==> src/rtl/scp_pkg.sv <==
`default_nettype none
// ----------------------------------------------------------------------------
// scp_pkg: shared types and tables for the similarity pose chain
// Tag type for the shared multiplier, operation and error codes, operand
// tables for the quaternion product and rotation matrix, saturation helpers.
// ----------------------------------------------------------------------------
package scp_pkg;

    localparam int QW   = 16;
    localparam int TW   = 32;
    localparam int MOPW = 33;
    localparam int PW   = 66;
    localparam int SUMW = 56;
    localparam int MW   = 20;

    localparam logic [1:0] OP_LOAD    = 2'd0;
    localparam logic [1:0] OP_COMPOSE = 2'd1;
    localparam logic [1:0] OP_INVERT  = 2'd2;
    localparam logic [1:0] OP_READ    = 2'd3;

    localparam logic [1:0] ERR_OK   = 2'd0;
    localparam logic [1:0] ERR_SAT  = 2'd1;
    localparam logic [1:0] ERR_ZERO = 2'd2;

    typedef enum logic [2:0] {K_QP, K_PP, K_ROT, K_TS, K_SS, K_TI} kind_t;

    typedef struct packed {
        logic       valid;
        kind_t      kind;
        logic [3:0] idx;
    } tag_t;

    // component index: 0 x, 1 y, 2 z, 3 w
    localparam logic [1:0] QP_A [4]  = '{2'd3, 2'd0, 2'd1, 2'd2};
    localparam logic [1:0] QP_B [16] = '{2'd0, 2'd3, 2'd2, 2'd1,
                                         2'd1, 2'd2, 2'd3, 2'd0,
                                         2'd2, 2'd1, 2'd0, 2'd3,
                                         2'd3, 2'd0, 2'd1, 2'd2};
    localparam logic [15:0] QP_NEG = 16'hE428;

    // squares and cross products: xx yy zz ww xy xz yz wx wy wz
    localparam logic [1:0] PP_A [10] = '{2'd0, 2'd1, 2'd2, 2'd3, 2'd0,
                                         2'd0, 2'd1, 2'd3, 2'd3, 2'd3};
    localparam logic [1:0] PP_B [10] = '{2'd0, 2'd1, 2'd2, 2'd3, 2'd1,
                                         2'd2, 2'd2, 2'd0, 2'd1, 2'd2};

    localparam logic [1:0] ROT_ROW [9] = '{2'd0, 2'd0, 2'd0, 2'd1, 2'd1,
                                           2'd1, 2'd2, 2'd2, 2'd2};
    localparam logic [1:0] ROT_COL [9] = '{2'd0, 2'd1, 2'd2, 2'd0, 2'd1,
                                           2'd2, 2'd0, 2'd1, 2'd2};

    function automatic logic [16:0] sat_q(input logic signed [55:0] v);
        logic [16:0] r;
        if (v > 56'sd32767)
            r = {1'b1, 16'h7FFF};
        else if (v < -56'sd32768)
            r = {1'b1, 16'h8000};
        else
            r = {1'b0, v[15:0]};
        return r;
    endfunction

    function automatic logic [32:0] sat_t(input logic signed [55:0] v);
        logic [32:0] r;
        if (v > 56'sd2147483647)
            r = {1'b1, 32'h7FFF_FFFF};
        else if (v < -56'sd2147483648)
            r = {1'b1, 32'h8000_0000};
        else
            r = {1'b0, v[31:0]};
        return r;
    endfunction

endpackage
`default_nettype wire

==> src/rtl/scp_mul.sv <==
`default_nettype none
// ----------------------------------------------------------------------------
// scp_mul: shared signed multiplier
// Registered 33 x 33 product; the tag travels with it to steer the result.
// ----------------------------------------------------------------------------
module scp_mul
    import scp_pkg::*;
(
    input  wire logic                   clk,
    input  wire logic                   rst_n,
    input  wire logic signed [MOPW-1:0] a,
    input  wire logic signed [MOPW-1:0] b,
    input  wire tag_t                   tag_in,
    output logic signed [PW-1:0]        prod,
    output tag_t                        tag
);

    logic signed [PW-1:0] prod_reg;
    tag_t                 tag_reg;

    always_ff @(posedge clk or negedge rst_n)
    begin
        if (!rst_n)
        begin
            tag_reg <= '0;
        end
        else
        begin
            tag_reg <= tag_in;
        end
    end

    always_ff @(posedge clk)
    begin
        prod_reg <= a * b;
    end

    assign prod = prod_reg;
    assign tag  = tag_reg;

endmodule
`default_nettype wire

==> config.mk <==
export PLATFORM = sky130hd
export DESIGN_NAME = scp_mul
export DESIGN_NICKNAME = d
export VERILOG_FILES = /design/src/rtl/scp_pkg.sv /design/src/rtl/scp_mul.sv
export SDC_FILE = /design/constraint.sdc
export NUM_CORES = 2
export LEC_CHECK = 0
export ABC_AREA = 1
export ABC_CLOCK_PERIOD_IN_PS = 800
export BUFFER_PORTS_ARGS = -buffer_cell sky130_fd_sc_hd__buf_4
export CAP_MARGIN = 10
export CELL_PAD_IN_SITES_DETAIL_PLACEMENT = 1
export CELL_PAD_IN_SITES_GLOBAL_PLACEMENT = 2
export CORE_UTILIZATION = 40
export CTS_BUF_LIST = sky130_fd_sc_hd__clkbuf_2
export DETAILED_ROUTE_END_ITERATION = 8
export PLACE_DENSITY = 0.94
export SYNTH_ARGS = -nofsm -noshare
export SYNTH_HDL_FRONTEND = slang
export SYNTH_SLANG_ARGS = --single-unit
==> constraint.sdc <==
create_clock -name clk -period 0.8 [get_ports clk]
set_input_delay 0.16 -clock clk [delete_from_list [all_inputs] [get_ports clk]]
set_output_delay 0.16 -clock clk [all_outputs]
set_load 0.02 [all_outputs]
==> flow_summary.yaml <==
status:
  status: "complete, but fails checks"
  violations: "negative setup slack"
grt:
  grt_max_degree: 27
  globalRouteTotalUtil: 0.314
  grt_pass1_vias: 45600
  overflow: 0
  grt_pass1_wl_um: 263000
  antenna_found_initial: 14
synth:
  syn_area_mm2: 0.0434
  syn_avg_cell_area_um2: 7.81
  syn_inst: 5551
  ys_seq_elements: 74
  synthesis.nets: 6989
  yosys_warnings: 0
  ys_seq_area_frac: 0.0351
  ys_types: 36
critical_path:
  endpoint_kind: "flip-flop"
  worstPathCellList: "buf_12, bufbuf_16, nand2_1, fa_1, fa_1, inv_1, fa_1, inv_2, fa_1, inv_1, fa_1, fa_1, fa_1, inv_1, fa_1, inv_1, ha_4, nand2_2, nor2_4, inv_1, o21ai_2, inv_1, nand2_4, xor2_4"
  slowest_stage: "fa_1"
  critPathMaxFanout: 8
  crit_type: "in2reg"
  required_ns: 1.35
  arrival_ns: 7.97
  worst_setup_path_start_kind: "input port"
  critPathMostFrequentCell: "fa_1"
  critPathMaxStageDelay_ns: 0.88
final_layout:
  fin_nets: 7560
  fillers: 12400
  fin_area_mm2: 0.0576
  largest_register_ffs: 66
  drive_above_1_share: 0.295
  multiInputGateArea_mm2: 0.0385
  area_growth_syn_to_layout_pct: 32.8
  ff_latch_area_mm2: 0.00159
route:
  drt_wl_total_um: 216000
  ant_nets: 0
  drt_iter0_drc: 3353
  dr.pass1.iters: 8
  viasPerCell: 5.50
  vias: 41500
  wire_per_inst_um: 28.7
  drc: 0
placed_design:
  hpwl_um: 132000
  pre_cts_ws_ns: -6.17
  placed_area_mm2: 0.0509
  port_buffers: 149
  place.gp.congestion: 0.920
flow_run:
  maxCapViolCount: 0
timing:
  worst_pin_slew_ns: 0.789
  min_period_over_period: 9.28
  max_freq_mhz: 135
  finalSetupViolCount: 138
  hold_viol: 0
  period_needed_ns: 7.42
  relSlewSlack: 0.473
  timing.final.max_slew_violations: 0
  rsz0062_at_grt: "yes"
  holdWs_ns: 0.122
  layout_setup_ws_ns: -6.62
cts:
  root_buffer: "clkbuf_2"
  cts_sinks: 74
  cts_tree: "done"
  cts_made_buffers: 9
  path_clk_slew_ns: 0.25
  clockBufferDepth: 2
  htree_num_levels: 3
floorplanning:
  die_area_mm2: 0.110
  die_y_um: 331
  core_region_area_mm2: 0.107
  start_util: 0.404
  num_rows: 120
  num_io_pins: 150
  dieWidth_um: 331
min_path:
  hold_class: "in2reg"
-- path summary, 6_finish.rpt --
kind,depth (start not counted),endpoint,start
setup / recovery,24,prod[34],b[5]
hold / removal,2,tag[6],tag_in[6]
max in group asynchronous,3,tag[6],rst_n
min in group asynchronous,3,tag[7],rst_n
-- kinds of logic (layout without fill, tap and decap cells) --
kind of cell | count (synthesis) | count (layout) | share of synthesized area
xor gates and xnor gates | 41 | 41 | 0.00828
AOI/OAI and AO/OA | 106 | 106 | 0.0137
DFF | 74 | 74 | 0.0351
and+or+nand+nor | 1810 | 1810 | 0.165
other | 0 | 6 | 0
buffers and inverters | 2158 | 2734 | 0.187
adders and majority gates | 1362 | 1362 | 0.591
-- synth_stat cells --
master	instances	area [µm²]
a21o_1	2	15.0
and2_1	2	12.5
a21oi_2	4	35.0
nor3_2	1	10.0
o21bai_1	14	105
nor4_1	4	25.0
fa_1	1145	22900
o21ai_0	19	95.1
nand3b_1	3	22.5
nand2_2	17	106
o21ai_1	3	15.0
or2_2	5	31.3
nor3_1	7	35.0
nor4_2	1	12.5
dfxtp_1	66	1320
or2_1	1	6.26
nand4_1	19	119
and2_0	1	6.26
inv_1	1894	7110
nor2_2	20	125
nand3_1	70	350
xnor2_1	4	35.0
ha_1	217	2720
o21ai_2	1	8.76
nor2_1	131	492
o21a_1	1	7.51
a21oi_1	61	305
inv_2	1	3.75
nand3_2	8	80.1
dfrtp_1	8	200
a21boi_0	1	7.51
clkbuf_1	262	983
nand2_1	1517	5690
buf_1	1	3.75
nor2_4	3	33.8
xor2_1	37	324
-- layer usage --
layer,global-route usage,share of wire,vias up
met4,0.183,0.12,18
met2,0.577,0.47,2728
met5,0,0.00064,-
li1,-,-,16200
met1,0.348,0.32,21100
met3,0.0382,0.092,1474
-- cell usage in the layout (no fill, tap or decap), types with 87 or more instances in the layout --
master	synthesis	routed
buf_4	0	512
buf_6	0	172
fa_1	1145	1058
fa_2	0	87
ha_1	217	119
ha_4	0	97
inv_1	1894	1689
inv_2	1	192
nand2_1	1517	1240
nand2_2	17	174
nand2_4	0	109
-- cell type report --
| cell class | instances | area share |
|---|---|---|
| Multi-Input combinational cell | 3319 | 0.669 |
| Timing Repair Buffer | 823 | 0.146 |
| Inverter | 1895 | 0.124 |
| Tap cell | 1403 | 0.0305 |
| Sequential cell | 74 | 0.0276 |
| Clock inverter | 6 | 0.00159 |
| Clock buffer | 10 | 0.000869 |
| Antenna cell | 6 | 0.000261 |
-- metrics by stage --
stage	util	setup TNS, ns	cells
detailed placement	0.474	-351.04	7315
floorplan	-	-300.07	5551
global placement	0.474	-342.63	7315
global route	0.537	-396.90	7535
CTS	0.514	-331.50	7454
finish	0.537	-400.49	7536
-- worst max-delay path: cells and delay by family --
family	cells	cell delay [ns]
compound gates	1	0.25
xor+xnor	1	0.25
fa+ha+maj	9	5.30
buf+inv	9	1.30
simple gates	4	0.64
-- repair_timing --
action | in CTS | in global routing
cloned | 14 | 1
resized for setup | 769 | 490
buffers inserted | 104 | 81
pin swaps | 362 | 314
endpoints found under the hold margin | 16 | 0
setup endpoints to repair | 138 | 138
hold buffers | 10 | 0
Power is not shown: default switching activity piles up to over one toggle a cycle in this logic, so the estimate is an artifact.
