===== src/rtl/scp_pkg.sv =====
`default_nettype none
// ----------------------------------------------------------------------------
// scp_pkg: shared types and tables for the similarity pose chain
// Tag type for the shared multiplier, operation and error codes, operand
// tables for the quaternion product and rotation matrix, saturation helpers.
// ----------------------------------------------------------------------------
package scp_pkg;

    localparam int QW   = 16;
    localparam int TW   = 32;
    localparam int MOPW = 33;
    localparam int PW   = 66;
    localparam int SUMW = 56;
    localparam int MW   = 20;

    localparam logic [1:0] OP_LOAD    = 2'd0;
    localparam logic [1:0] OP_COMPOSE = 2'd1;
    localparam logic [1:0] OP_INVERT  = 2'd2;
    localparam logic [1:0] OP_READ    = 2'd3;

    localparam logic [1:0] ERR_OK   = 2'd0;
    localparam logic [1:0] ERR_SAT  = 2'd1;
    localparam logic [1:0] ERR_ZERO = 2'd2;

    typedef enum logic [2:0] {K_QP, K_PP, K_ROT, K_TS, K_SS, K_TI} kind_t;

    typedef struct packed {
        logic       valid;
        kind_t      kind;
        logic [3:0] idx;
    } tag_t;

    // component index: 0 x, 1 y, 2 z, 3 w
    localparam logic [1:0] QP_A [4]  = '{2'd3, 2'd0, 2'd1, 2'd2};
    localparam logic [1:0] QP_B [16] = '{2'd0, 2'd3, 2'd2, 2'd1,
                                         2'd1, 2'd2, 2'd3, 2'd0,
                                         2'd2, 2'd1, 2'd0, 2'd3,
                                         2'd3, 2'd0, 2'd1, 2'd2};
    localparam logic [15:0] QP_NEG = 16'hE428;

    // squares and cross products: xx yy zz ww xy xz yz wx wy wz
    localparam logic [1:0] PP_A [10] = '{2'd0, 2'd1, 2'd2, 2'd3, 2'd0,
                                         2'd0, 2'd1, 2'd3, 2'd3, 2'd3};
    localparam logic [1:0] PP_B [10] = '{2'd0, 2'd1, 2'd2, 2'd3, 2'd1,
                                         2'd2, 2'd2, 2'd0, 2'd1, 2'd2};

    localparam logic [1:0] ROT_ROW [9] = '{2'd0, 2'd0, 2'd0, 2'd1, 2'd1,
                                           2'd1, 2'd2, 2'd2, 2'd2};
    localparam logic [1:0] ROT_COL [9] = '{2'd0, 2'd1, 2'd2, 2'd0, 2'd1,
                                           2'd2, 2'd0, 2'd1, 2'd2};

    function automatic logic [16:0] sat_q(input logic signed [55:0] v);
        logic [16:0] r;
        if (v > 56'sd32767)
            r = {1'b1, 16'h7FFF};
        else if (v < -56'sd32768)
            r = {1'b1, 16'h8000};
        else
            r = {1'b0, v[15:0]};
        return r;
    endfunction

    function automatic logic [32:0] sat_t(input logic signed [55:0] v);
        logic [32:0] r;
        if (v > 56'sd2147483647)
            r = {1'b1, 32'h7FFF_FFFF};
        else if (v < -56'sd2147483648)
            r = {1'b1, 32'h8000_0000};
        else
            r = {1'b0, v[31:0]};
        return r;
    endfunction

endpackage
`default_nettype wire


===== src/rtl/scp_div.sv =====
`default_nettype none
// ----------------------------------------------------------------------------
// scp_div: serial reciprocal divider
// Restoring division of 2^48 by the divisor, one quotient bit a cycle,
// result saturated to 32 bits unsigned.
// ----------------------------------------------------------------------------
module scp_div
    import scp_pkg::*;
(
    input  wire logic        clk,
    input  wire logic        rst_n,
    input  wire logic        start,
    input  wire logic [31:0] divisor,
    output logic             done,
    output logic [31:0]      quot,
    output logic             ovf
);

    localparam int QBITS = 49;

    logic              busy_reg;
    logic              done_reg;
    logic [5:0]        cnt_reg;
    logic [31:0]       rem_reg;
    logic [QBITS-1:0]  quo_reg;
    logic [32:0]       rem_sh;
    logic              qbit;
    logic [32:0]       rem_diff;

    always_comb
    begin
        rem_sh   = {rem_reg, (cnt_reg == 6'(QBITS - 1))};
        qbit     = (rem_sh >= {1'b0, divisor});
        rem_diff = rem_sh - {1'b0, divisor};
    end

    always_ff @(posedge clk or negedge rst_n)
    begin
        if (!rst_n)
        begin
            busy_reg <= 1'b0;
            done_reg <= 1'b0;
            cnt_reg  <= '0;
        end
        else
        begin
            done_reg <= 1'b0;
            if (start)
            begin
                busy_reg <= 1'b1;
                cnt_reg  <= 6'(QBITS - 1);
            end
            else if (busy_reg)
            begin
                cnt_reg <= cnt_reg - 6'd1;
                if (cnt_reg == 6'd0)
                begin
                    busy_reg <= 1'b0;
                    done_reg <= 1'b1;
                end
            end
        end
    end

    always_ff @(posedge clk)
    begin
        if (start)
        begin
            rem_reg <= '0;
            quo_reg <= '0;
        end
        else if (busy_reg)
        begin
            rem_reg <= qbit ? rem_diff[31:0] : rem_sh[31:0];
            quo_reg <= {quo_reg[QBITS-2:0], qbit};
        end
    end

    assign done = done_reg;
    assign ovf  = |quo_reg[QBITS-1:32];
    assign quot = ovf ? 32'hFFFF_FFFF : quo_reg[31:0];

endmodule
`default_nettype wire


===== config.mk =====
export PLATFORM = sky130hd
export DESIGN_NAME = scp_div
export DESIGN_NICKNAME = d
export VERILOG_FILES = /design/src/rtl/scp_pkg.sv /design/src/rtl/scp_div.sv
export SDC_FILE = /design/constraint.sdc
export NUM_CORES = 1
export LEC_CHECK = 0
export BUFFER_PORTS_ARGS = -buffer_cell sky130_fd_sc_hd__buf_2
export CAP_MARGIN = 30
export CORE_UTILIZATION = 45
export DETAILED_ROUTE_END_ITERATION = 10
export PLACE_DENSITY = 0.66
export SLEW_MARGIN = 20
export SYNTH_ARGS = -nofsm -noshare
export SYNTH_HDL_FRONTEND = slang
export SYNTH_SLANG_ARGS = --single-unit

===== constraint.sdc =====
create_clock -name clk -period 4 [get_ports clk]
set_input_delay 0.4 -clock clk [delete_from_list [all_inputs] [get_ports clk]]
set_output_delay 0.4 -clock clk [all_outputs]
set_load 0.05 [all_outputs]

==> results of run 1 <==
==> what timing repair did <==
action                    in CTS  in global routing
hold buffers                   1                  0
resized for setup              0                  0
hold endpoints to repair       8                  0
setup buffers                  0                  0
==> stage by stage <==
step,util (%),total power [W],cells
after floorplan,-,0.00268,720
after detailed placement,49.5,0.00304,923
after global placement,49.5,0.00303,923
after global routing,51.9,0.00420,940
after CTS,51.9,0.00391,940
final,51.9,0.00390,940
==> cells by family (layout without fill, tap and decap cells) <==
family	after synthesis	in the layout	synth area share (%)
DFF	89	89	31.4
buffers and inverters	86	134	6.11
adders and majority gates	35	35	7.68
muxes	65	65	11.3
xor gates and xnor gates	30	30	4.53
AOI/OAI and AO/OA	154	154	18.0
and+or+nand+nor	261	261	21.0
==> cell usage after synthesis, types with 8 or more instances <==
cell        n
nor4_1     10
buf_2      13
inv_1      41
dfxtp_1    81
a21o_1     10
mux2i_1    63
xor2_1     14
a21oi_1    47
xnor2_1    16
dfrtp_1     8
nand2b_1   37
ha_1       34
clkbuf_1   23
a211oi_1   28
o21ai_0    19
nand3_1     9
nor2_1    123
nand2_1    45
nand4_1    10
==> worst paths after layout <==
path	endpoint	cells past startpoint
max	rem_reg[28]	14
max reg2reg	rem_reg[28]	14
min reg2reg	rem_reg[16]	2
max in group asynchronous	busy_reg	2
min in group clk	rem_reg[16]	2
min	busy_reg	2
==> per-layer routing <==
| metal | part of all wire, % | vias up | GRT usage [%] | routed length [µm] |
|---|---|---|---|---|
| li1 | - | 2594 | - | - |
| met1 | 50 | 2366 | 29.8 | 6580 |
| met2 | 44 | 116 | 30.9 | 5730 |
| met3 | 4.8 | 16 | 3.82 | 625 |
| met4 | 1.4 | 0 | 7.10 | 182 |
| met5 | 0 | - | 0 | 0 |
==> report_power, final <==
part           total [W]  internal (W)  switching [W]
combinational    0.00188      0.000786        0.00109
sequential       0.00118       0.00104       0.000134
clock           0.000845      0.000453       0.000392
total            0.00390       0.00228        0.00162
==> area by class of cell <==
class | count | area (µm²) | share of cell area [%]
clock buffer | 10 | 239 | 3.66
clock inverter | 6 | 55.1 | 0.843
inverter | 41 | 154 | 2.36
multi-input combinational | 545 | 3630 | 55.6
sequential | 89 | 1830 | 28.0
tap | 172 | 215 | 3.30
timing repair buffer | 77 | 410 | 6.29
==> results.md, run 1 <==
- Summed over all failing endpoints, the final setup total negative slack is 0 ns.
- The cell with the biggest individual delay on the critical path is fa_1.
- The worst path in the final design needs a cycle of 3.33 ns, including I/O delays and setup.
- The count of flip-flops with a built-in enable after synthesis is 0.
- The worst setup path is of the reg2reg kind.
- The count of nets left with antenna violations once routing finished came out at 0.
- The internal reg-to-reg setup slack is 0.67 ns.
- The detailed placer's ending HPWL is between 9000 and 10000 µm.
- The most instantiated flip-flop cell in the synthesis netlist is dfxtp_1.
- The number of antenna violations at the first check in global routing came to 0.
- The buffer levels on the longest clock path is 2.
- The run finished with clean final reports.
- Ranked by total cell area, the synthesized netlist is headed by dfxtp_1, mux2i_1, nor2_1, ha_1, a21oi_1.
- The placer's final routability congestion estimate is 0.904.
- In the routed design, unresolved DRC markers number 0.
- The number of H-tree levels is 3.
- The proportion of register bits with asynchronous set or reset after synthesis is 8.99%.
- On the final layout, the worst clock skew is 0.00603 ns.
- The analysis attributes to cell leakage a power of 3.46 nW.
- The number of clock buffers added by TritonCTS is 9.
- The site row count is 41.
- Measured against its own limit, the worst slew margin works out to 35.4%.
- The period utilization is roughly 83%.
- Walking the worst path, the cells encountered are inv_1, ha_1, nand4_1, ha_1, inv_1, fa_1, a21o_1, a221oi_2, o221ai_1, a21boi_1, a21oi_1, o21ai_0, mux2i_1, a21o_1.
- After the first detailed-routing iteration, the DRC count stood at 260.
- For this block, the via count after detailed routing is just over 5000.
- The post-placement setup slack is 0.709 ns.
- The mean post-synth cell area is a little over 8 µm².
- The sequential cell area fraction in the yosys report is 31.4%.
- The clock sink count is 89.
- The number of setup violations in the final report is 0.
- STA classifies the critical path endpoint as a register.
- Leaving out fill and tap cells, the most frequent cell in the layout is nor2_1.
- Broken down by cell family, the worst path's largest delay share belongs to compound AO/OA/AOI/OAI gates.
- The tightest min-delay check is of the in2async type.
- During synthesis, Yosys emitted a total of 0 warnings.
- The layout net count is 833.
- The repair_antennas step left the layout with diodes totalling 0.
- The worst-path maximum fanout is 4.
- The number of flip-flops and latches in the synthesized netlist is 89.
- For this configuration, the core starts out at a cell density of 46.1%.
- The smallest setup slack after layout is about 0.67 ns.
- The clock tree root driver cell is clkbuf_16.
- The arrival time at the worst endpoint is 3.63 ns.
- Counting every net in the synthesized netlist gives 790.
- The fmax is 300 MHz.
- The clock-pin transition on the worst setup and hold timing paths is 0.07 ns.
- The worst voltage drop across the vdd grid is 0.274 mV.
- The final hold violation count is 0.
- The max-slew violation count came to 0.
- Of the cells placed in the final design, the portion with a size suffix greater than 1 is 13.9%.
- In the layout the commonest cells are nor2_1, dfxtp_1, buf_2, mux2i_1, a21oi_1.
- Power spread over the standard cell area amounts to 597 nW/µm².
- The routed length per instance is ~14 µm.
- The worst stage delay on the critical path is 0.39 ns.
- The worst-case hold slack is between 0.4 and 0.5 ns.
- Of all cell types, the one taking the most synthesized area is dfxtp_1.
- The measured slew at the worst slew-check pin is slightly below 1 ns.
- In this run the tool buffered the top-level ports with 68 buffer cells.
- The startpoint of the worst register-to-register path is cnt_reg[0].
- The number of distinct library cells after synthesis is 59.
- Setup repair after global routing left no endpoint under its margin.
- The number of max-capacitance violations reported is 0.
- The CTS tree is built.
- The total buffers and inverters traversed by the critical path is 2.
- For this run, the total global-route usage over all layers was measured as 20.7%.
- The number of flip-flops in the largest register is 49.
- The worst setup path is launched from a register.
- The vertical die dimension is roughly 120 µm.
- Of the post-synthesis cell area, the dominant cell type holds 28.0%.
- The via count of the first global-routing pass is 4693.
- The first global-routing pass estimated between 20000 and 25000 µm of wire.
- The overall die width is 116 µm.
- The wire length reported by the detailed router is 13100 µm.
- The detailed-routing iteration count for the pre-antenna-repair pass is 5.
- The total cell area at the placement stage is 6220 µm².
- In this run the cell area of the synthesized design comes to just under 6000 µm².
- STA puts the critical path data required time at 4.30 ns.
- The die area is ~13000 µm².
- The total overflow left after global routing is 0.
- The largest net degree at the start of global routing is 85.
- Dividing the detail-routed via count by the number of cells gives 5.42.
- For this design the top-level I/O count stands at 69.
- After filler insertion, the fill cell instance count of the layout stands at 1225.
- After routing the design area is 6530 µm².
- Synthesis produced a netlist whose cell count is between 700 and 800.
- Tracing the worst setup path back leads to its startpoint at cnt_reg[0].
- The floorplan step defined a core boundary enclosing 12600 µm².
- The source-to-sink clock delay at the later pin of the worst-skew pair is 0.35 ns.
- The layout overhead on the synthesized area is 12.6%.
(Power assumes the default switching activity.)
==> inputs of run 2 (changes only) <==
--- a/config.mk
+++ b/config.mk
@@ -9,7 +9,7 @@
 export CAP_MARGIN = 30
 export CORE_UTILIZATION = 45
 export DETAILED_ROUTE_END_ITERATION = 10
-export PLACE_DENSITY = 0.66
+export PLACE_DENSITY = 0.69
 export SLEW_MARGIN = 20
 export SYNTH_ARGS = -nofsm -noshare
 export SYNTH_HDL_FRONTEND = slang
==> constraint.sdc (replaced) <==
create_clock -name clk -period 2.74 [get_ports clk]
set_input_delay 0.274 -clock clk [delete_from_list [all_inputs] [get_ports clk]]
set_output_delay 0.274 -clock clk [all_outputs]
set_load 0.05 [all_outputs]
==> run 2 against run 1 <==
The run now ends with negative setup slack left. Routed wire length rose by 9.4%. Clock power increased by 50%. Largest power group unchanged. Flip-flop and latch count did not move. Clock skew about the same. Largest cell class unchanged. Worst hold slack worse by 0.11 ns. Sequential power increased by 45%. Die area did not move. Non-clock buffer count is 62 higher. Via count up 6.0%. Global-route usage increased by 1.1 points. Count of clock-buffer cells in the layout decreased by 1. Core utilization is 5.9 points higher.
==> results.md, run 2 (synthesis results as in run 1) <==
- The number of fillers in the final layout is 1122 (was 1225).
- The clock tree root driver cell is clkbuf_16 (unchanged).
- The detailed-route vias per instance came to 5.38 (was 5.42).
- The core region area was 12600 µm² (unchanged).
- The worst voltage drop across the vdd grid is 0.380 mV (was 0.274 mV).
- The leading cell type in the layout, fill and taps excluded was nor2_1 (unchanged).
- The count of buffers inserted at the top-level ports came to 68 (unchanged).
- The site row count is 41 (unchanged).
- The clock buffer count from CTS is 9 (unchanged).
- The headroom to the max-slew limit is 44.0% (was 35.4%).
- The fmax was 343 MHz (was 300 MHz).
- The switching power total is 0.00274 W (was 0.00162 W).
- The worst-case hold slack came to 0.308 ns (was 0.417 ns).
- The leftover overflow at the end of global routing is 0 (unchanged).
- The number of H-tree levels is 3 (unchanged).
- The number of DRC markers after the initial detailed-route iteration came to 349 (was 260).
- The startpoint of the worst register-to-register path is cnt_reg[0] (unchanged).
- The capturing point of the worst reg2reg path is rem_reg[22] (was rem_reg[28]).
- The DRC violations left was 0 (unchanged).
- Highest-count cells in the layout ignoring fill and taps: nor2_1, dfxtp_1, buf_2, mux2i_1, buf_4 (was nor2_1, dfxtp_1, buf_2, mux2i_1, a21oi_1).
- The detailed-routing iteration count for the pre-antenna-repair pass is 6 (was 5).
- The source-to-sink clock delay at the later pin of the worst-skew pair is 0.35 ns (about the same).
- The first-pass GRT wire length is 23500 µm (was 22200 µm).
- The arrival time at the worst endpoint is 3.17 ns (was 3.63 ns).
- The clock sink count is 89 (unchanged).
- The worst-case clock skew is 0.00644 ns (was 0.00603 ns).
- The measured slew at the worst slew-check pin came to 0.839 ns (was 0.969 ns).
- The depth of the worst register-to-register path was 14 (unchanged).
- The combinational power share is 55.2% (was 48.2%).
- The buffer levels on the longest clock path is 2 (unchanged).
- The count of antenna diodes in the layout came to 0 (unchanged).
- The final standard cell utilization of the core came to 57.8% (was 51.9%).
- The share of total power in the clock network is 19.1% (was 21.7%).
- The total power divided by cell area is 915 nW/µm² (was 597 nW/µm²).
- The type of the worst setup path was reg2reg (unchanged).
- The clock-pin transition on the worst setup and hold timing paths is 0.07 ns (about the same).
- The internal portion of total power is 0.00391 W (was 0.00228 W).
- The smallest setup slack after layout is -0.179 ns (was 0.670 ns).
- The detailed placer's ending HPWL is 10200 µm (was 9550 µm).
- The number of max-capacitance violations reported is 0 (unchanged).
- The final hold violation count is 0 (unchanged).
- The minimum clock period is 2.92 ns (was 3.33 ns).
- Outcome: finished with violations (was complete, no violations).
- The combined global-route utilization of all metal layers is 21.8% (was 20.7%).
- The count of antenna-violating nets left after detailed routing came to 0 (unchanged).
- The share of cells above drive strength 1 is 24.1% (was 13.9%).
- The wire length reported by the detailed router is 14300 µm (was 13100 µm).
- The number of flip-flops in the largest register is 49 (unchanged).
- The die area is 13300 µm² (unchanged).
- The required time at the endpoint of the critical path is 3.00 ns (was 4.30 ns).
- The number of antenna violations at the first check in global routing was 0 (unchanged).
- The CTS tree is built (unchanged).
- The layout overhead on the synthesized area was 25.3% (was 12.6%).
- The overall die width was 116 µm (unchanged).
- The total number of vias is 5395 (was 5092).
- The final-layout setup total negative slack is -1.19 ns (was 0 ns).
- The relative contribution of sequential cells to total power is 25.7% (was 30.2%).
- The switching part of the total is 41.1% (was 41.5%).
- The layout net count is 895 (was 833).
- The checks that failed: negative setup slack.
- The period utilization came to 107% (was 83.3%).
- The routed length per instance is 14.3 µm (was 14.0 µm).
- Unrepaired setup endpoints after global routing: yes (was no).
- The number of primary I/O pins came to 69 (unchanged).
- The number of setup violations in the final report is 19 (was 0).
- The starting density of the core is 46.1% (unchanged).
- The placer's final routability congestion estimate is 0.930 (was 0.904).
- The worst-path maximum fanout came to 3 (was 4).
- The category of the worst setup path capture point is a register (unchanged).
- The internal reg-to-reg setup slack is -0.18 ns (was 0.67 ns).
- The largest net degree at the start of global routing is 56 (was 85).
- The type of the tightest min-delay check is in2async (unchanged).
- The sort of element at the start of the critical path is a register (unchanged).
- The vertical die dimension is 116 µm (unchanged).
- The leakage power was 3.82 nW (was 3.46 nW).
- The max-slew violation count is 0 (unchanged).
- The via count of the first global-routing pass was 5039 (was 4693).
run 2: changes by cell type in the layout (fill, tap and decap cells not counted), moves of 5 or more:
cell and change:
nor2_2 +5, nor2_1 -7, buf_4 +54, a21oi_1 -5, o21ai_0 -5, a21oi_2 +5
run 2: through the flow:
stage	std cells	area [µm²]	power (W)	setup slack, ns
CTS	990	7040	0.00629	-0.175
global placement	969	6610	0.00485	-0.206
global route	1002	7260	0.00707	-0.336
floorplan	720	5820	0.00394	-0.112
detailed placement	969	6610	0.00490	-0.308
finish	1002	7260	0.00665	-0.179
run 2: power by group through the flow:
| stage | registers [W] | logic, W | clock network, W |
|---|---|---|---|
| floorplan | 0.00168 | 0.00226 | 0 |
| global placement | 0.00172 | 0.00313 | 0 |
| detailed placement | 0.00173 | 0.00317 | 0 |
| CTS | 0.00170 | 0.00330 | 0.00129 |
| global route | 0.00174 | 0.00399 | 0.00135 |
| finish | 0.00171 | 0.00367 | 0.00127 |
run 2: how the worst max path moves through the flow:
stage / startpoint / end / slack, ns / depth (start not counted)
final: cnt_reg[0] / rem_reg[22] / -0.18 / 14
after global routing: cnt_reg[1] / rem_reg[22] / -0.34 / 14
after CTS: cnt_reg[0] / rem_reg[22] / -0.17 / 14
after detailed placement: cnt_reg[0] / rem_reg[22] / -0.31 / 14
after global placement: cnt_reg[0] / rem_reg[28] / -0.21 / 14
after floorplan: cnt_reg[0] / rem_reg[22] / -0.11 / 14
run 2: layer usage:
layer	wire (µm)	GRT usage (%)	part of all wire, %	vias up
li1	-	-	-	2711
met1	6790	29.2	47	2535
met2	6700	35.7	47	129
met3	610	3.71	4.3	20
met4	248	6.84	1.7	0
met5	0	0	0	-
run 2: what timing repair did:
action                     4_1_cts  5_1_grt
hold buffers                     1        0
setup endpoints to repair       31       31
cloned                           0        3
hold endpoints to repair         8        0
gates resized for setup         26       16
pin swaps                       33       30
setup buffers                    4        9
run 2: final cells by class:
type	count	area (µm²)	share of cell area, %
inverters	41	154	2.12
repair buffers	139	965	13.3
clock buffers	9	225	3.10
multi-input cells	545	3800	52.3
flip-flops and latches	89	1830	25.1
well taps	172	215	2.96
clock inverters	7	81.3	1.12
run 2: critical path: stages (launching register included):
cell	delay [ns]
dfrtp_1	0.36
inv_2	0.06
ha_4	0.16
nand4_1	0.12
ha_4	0.16
inv_2	0.04
fa_2	0.34
a21o_1	0.22
a221oi_4	0.30
o31ai_2	0.10
or3_1	0.37
a31oi_1	0.18
xnor2_1	0.13
mux2i_1	0.08
a211oi_1	0.21
==> inputs of run 3 (changes only) <==
--- a/config.mk
+++ b/config.mk
@@ -7,9 +7,10 @@
 export LEC_CHECK = 0
 export BUFFER_PORTS_ARGS = -buffer_cell sky130_fd_sc_hd__buf_2
 export CAP_MARGIN = 30
-export CORE_UTILIZATION = 45
+export CORE_MARGIN = 2
+export CORE_UTILIZATION = 53
 export DETAILED_ROUTE_END_ITERATION = 10
-export PLACE_DENSITY = 0.69
+export PLACE_DENSITY = 0.79
 export SLEW_MARGIN = 20
 export SYNTH_ARGS = -nofsm -noshare
 export SYNTH_HDL_FRONTEND = slang
==> run 3 against run 2 <==
The flow still finishes with violations (negative setup slack). Die area down 12%. Power down 1.5%. First-iteration DRC count up 7.2%. Critical path type unchanged. Critical endpoint is now rem_reg[28].
==> results.md, run 3 (synthesis results as in run 1) <==
- The final standard cell utilization of the core is 67.2% (was 57.8%).
- The share of cells above drive strength 1 came to 25.6% (was 24.1%).
- The number of DRC markers after the initial detailed-route iteration is 374 (was 349).
- The total power divided by cell area is 907 nW/µm² (was 915 nW/µm²).
- The arrival time at the worst endpoint is 3.37 ns (was 3.17 ns).
- The detailed-routing iteration count for the pre-antenna-repair pass is 5 (was 6).
- The required time at the endpoint of the critical path was 3.07 ns (was 3.00 ns).
- The headroom to the max-slew limit is 57.7% (was 44.0%).
- The cell with the biggest individual delay on the critical path was dfrtp_1 (was or3_1).
- The period utilization is 111% (was 107%).
- The number of max-capacitance violations reported is 0 (unchanged).
- The fmax is 330 MHz (was 343 MHz).
- The max-slew violation count is 0 (unchanged).
- The core region area is 10700 µm² (was 12600 µm²).
- The switching part of the total is 42.1% (was 41.1%).
- The layout overhead on the synthesized area is 24.6% (was 25.3%).
- Unrepaired setup endpoints after global routing: yes (unchanged).
- The number of antenna violations at the first check in global routing is 1 (was 0).
- The total number of vias is 5530 (was 5395).
- Outcome: finished with violations (unchanged).
- The measured slew at the worst slew-check pin is 0.635 ns (was 0.839 ns).
- The worst-case clock skew came to 0.00589 ns (was 0.00644 ns).
- The placer's final routability congestion estimate is 0.955 (was 0.930).
- The detailed placer's ending HPWL is 10400 µm (was 10200 µm).
- The highest layer used for signal routing is met4 (unchanged).
- The overall die width is 109 µm (was 116 µm).
- The via count of the first global-routing pass is 5241 (was 5039).
- The routed metal-1 wire length is 6660 µm (was 6790 µm).
- The buffer levels on the longest clock path came to 2 (unchanged).
- The starting density of the core is 54.0% (was 46.1%).
- The total length of routed met3 wires is 773 µm (was 610 µm).
- The number of flip-flops in the largest register is 49 (unchanged).
- The worst voltage drop across the vdd grid was 0.438 mV (was 0.380 mV).
- The site row count is 38 (was 41).
- The number of setup violations in the final report is 19 (unchanged).
- The share of total power in the clock network came to 15.8% (was 19.1%).
- The type of the worst setup path is reg2reg (unchanged).
- The total buffers and inverters traversed by the critical path is 3 (was 2).
- The leading cell type in the layout, fill and taps excluded is nor2_1 (unchanged).
- The worst-path maximum fanout came to 3 (unchanged).
- The source-to-sink clock delay at the later pin of the worst-skew pair was 0.38 ns (was 0.35 ns).
- The clock tree root driver cell is clkbuf_8 (was clkbuf_16).
- The count of buffers inserted at the top-level ports is 68 (unchanged).
- The DRC violations left was 0 (unchanged).
- The minimum clock period is 3.03 ns (was 2.92 ns).
- The multi-input logic area is 3880 µm² (was 3800 µm²).
- The combinational power share is 58.1% (was 55.2%).
- The clock buffer count from CTS is 9 (unchanged).
- Violations in the final reports: negative setup slack (unchanged).
- The count of antenna-violating nets left after detailed routing was 0 (unchanged).
- The total cell area at the placement stage is 6560 µm² (was 6610 µm²).
- The die area is 11800 µm² (was 13300 µm²).
- The number of H-tree levels is 3 (unchanged).
- The wire length on met2 came to 7260 µm (was 6700 µm).
- The first-pass GRT wire length is 24100 µm (was 23500 µm).
- The clock sink count is 89 (unchanged).
- The CTS tree is built (unchanged).
- The largest net degree at the start of global routing is 51 (was 56).
- The combined global-route utilization of all metal layers is 25.4% (was 21.8%).
- The leakage power is 3.79 nW (was 3.82 nW).
- The layout net count came to 893 (was 895).
- The number of fillers in the final layout is 874 (was 1122).
- The filler-free cell count of the finished design is 969 (was 1002).
- The relative contribution of sequential cells to total power is 26.1% (was 25.7%).
- The final hold violation count was 0 (unchanged).
- The number of primary I/O pins came to 69 (unchanged).
- The leftover overflow at the end of global routing came to 0 (unchanged).
- The wire length reported by the detailed router is 15100 µm (was 14300 µm).
- The type of the tightest min-delay check is in2async (unchanged).
- The routed length per instance is 15.6 µm (was 14.3 µm).
- The category of the worst setup path capture point is a register (unchanged).
- The switching power total is 0.00276 W (was 0.00274 W).
- The sum of internal, switching and leakage power came to 0.00655 W (was 0.00665 W).
- The post-placement setup slack is -0.304 ns (was -0.308 ns).
- The vertical die dimension was 109 µm (was 116 µm).
- The internal portion of total power is 0.00379 W (was 0.00391 W).
- Cell Chain, Critical Path: inv_2, ha_4, nand4_1, ha_2, inv_2, fa_2, a21o_1, a221oi_4, buf_4, o221ai_2, a21boi_2, a21oi_2, o21ai_1, mux2i_1, a21o_1 (was inv_2, ha_4, nand4_1, ha_4, inv_2, fa_2, a21o_1, a221oi_4, o31ai_2, or3_1, a31oi_1, xnor2_1, mux2i_1, a211oi_1).
- The smallest setup slack after layout was -0.294 ns (was -0.179 ns).
- The register area is 1830 µm² (unchanged).
- The worst stage delay on the critical path came to 0.39 ns (was 0.37 ns).
- The sort of element at the start of the critical path is a register (unchanged).
- The total instance count after detailed placement is 933 (was 969).
- The final instance area is 7220 µm² (was 7260 µm²).
- The cell family contributing the most delay on the critical path is compound AO/OA/AOI/OAI gates (unchanged).
- Highest-count cells in the layout ignoring fill and taps: nor2_1, dfxtp_1, buf_2, mux2i_1, buf_4 (unchanged).
- The clock-pin transition on the worst setup and hold timing paths came to 0.09 ns (was 0.07 ns).
- The detailed-route vias per instance is 5.71 (was 5.38).
## run 3: metal layers
| metal | vias to the layer above | GRT usage [%] |
|---|---|---|
| met1 | 2605 | 32.5 |
| met2 | 176 | 42.2 |
| met3 | 34 | 4.76 |
| met5 | - | 0 |
| li1 | 2715 | - |
| met4 | 0 | 9.80 |
## run 3: stage by stage
step | hold slack, ns | TNS, ns
3_5_place_dp | 0.129 | -3.45
2_1_floorplan | -0.0216 | -0.308
4_1_cts | 0.273 | -1.28
3_3_place_gp | 0.124 | -1.66
6_report | 0.276 | -2.52
5_1_grt | 0.292 | -5.73
## run 3: layout make-up
class	instances	area share, %
antenna	1	0.0346
clock buffer	11	2.25
clock inverter	5	0.918
inverter	41	2.13
multi-input combinational	545	53.7
sequential	89	25.3
tap	140	2.43
timing repair buffer	137	13.2
## run 3: path summary, 6_finish.rpt
kind	start	end	slack, ns	cells after the start
min	rst_n	busy_reg	0.28	2
min reg2reg	rem_reg[10]	rem_reg[10]	0.51	2
max reg2reg	cnt_reg[0]	rem_reg[28]	-0.29	15
max	cnt_reg[0]	rem_reg[28]	-0.29	15
min in group clk	divisor[0]	rem_reg[0]	0.43	5
max in group asynchronous	rst_n	busy_reg	2.27	2
## run 3: power by group through the flow
stage          Clock (W)  Sequential [W]  Combinational, W
2_1_floorplan          0         0.00168           0.00226
3_3_place_gp           0         0.00171           0.00308
3_5_place_dp           0         0.00173           0.00314
4_1_cts          0.00105         0.00170           0.00330
5_1_grt          0.00111         0.00174           0.00411
6_report         0.00104         0.00171           0.00380
## run 3: what timing repair did
item | in CTS | in global routing
endpoints found under the setup margin | 32 | 32
cloned | 0 | 2
pin swaps | 38 | 31
buffers inserted | 9 | 7
hold endpoints to repair | 8 | 0
hold buffers | 1 | 0
resized for setup | 28 | 37
## run 3: worst reg2reg max path: cells and delay by family, from the launching register on
family / cells / cell delay, ns
AOI/OAI and AO/OA: 7 / 1.28
buffers and inverters: 3 / 0.29
muxes: 1 / 0.22
adders and majority gates: 3 / 0.70
DFF: 1 / 0.39
and+or+nand+nor: 1 / 0.10
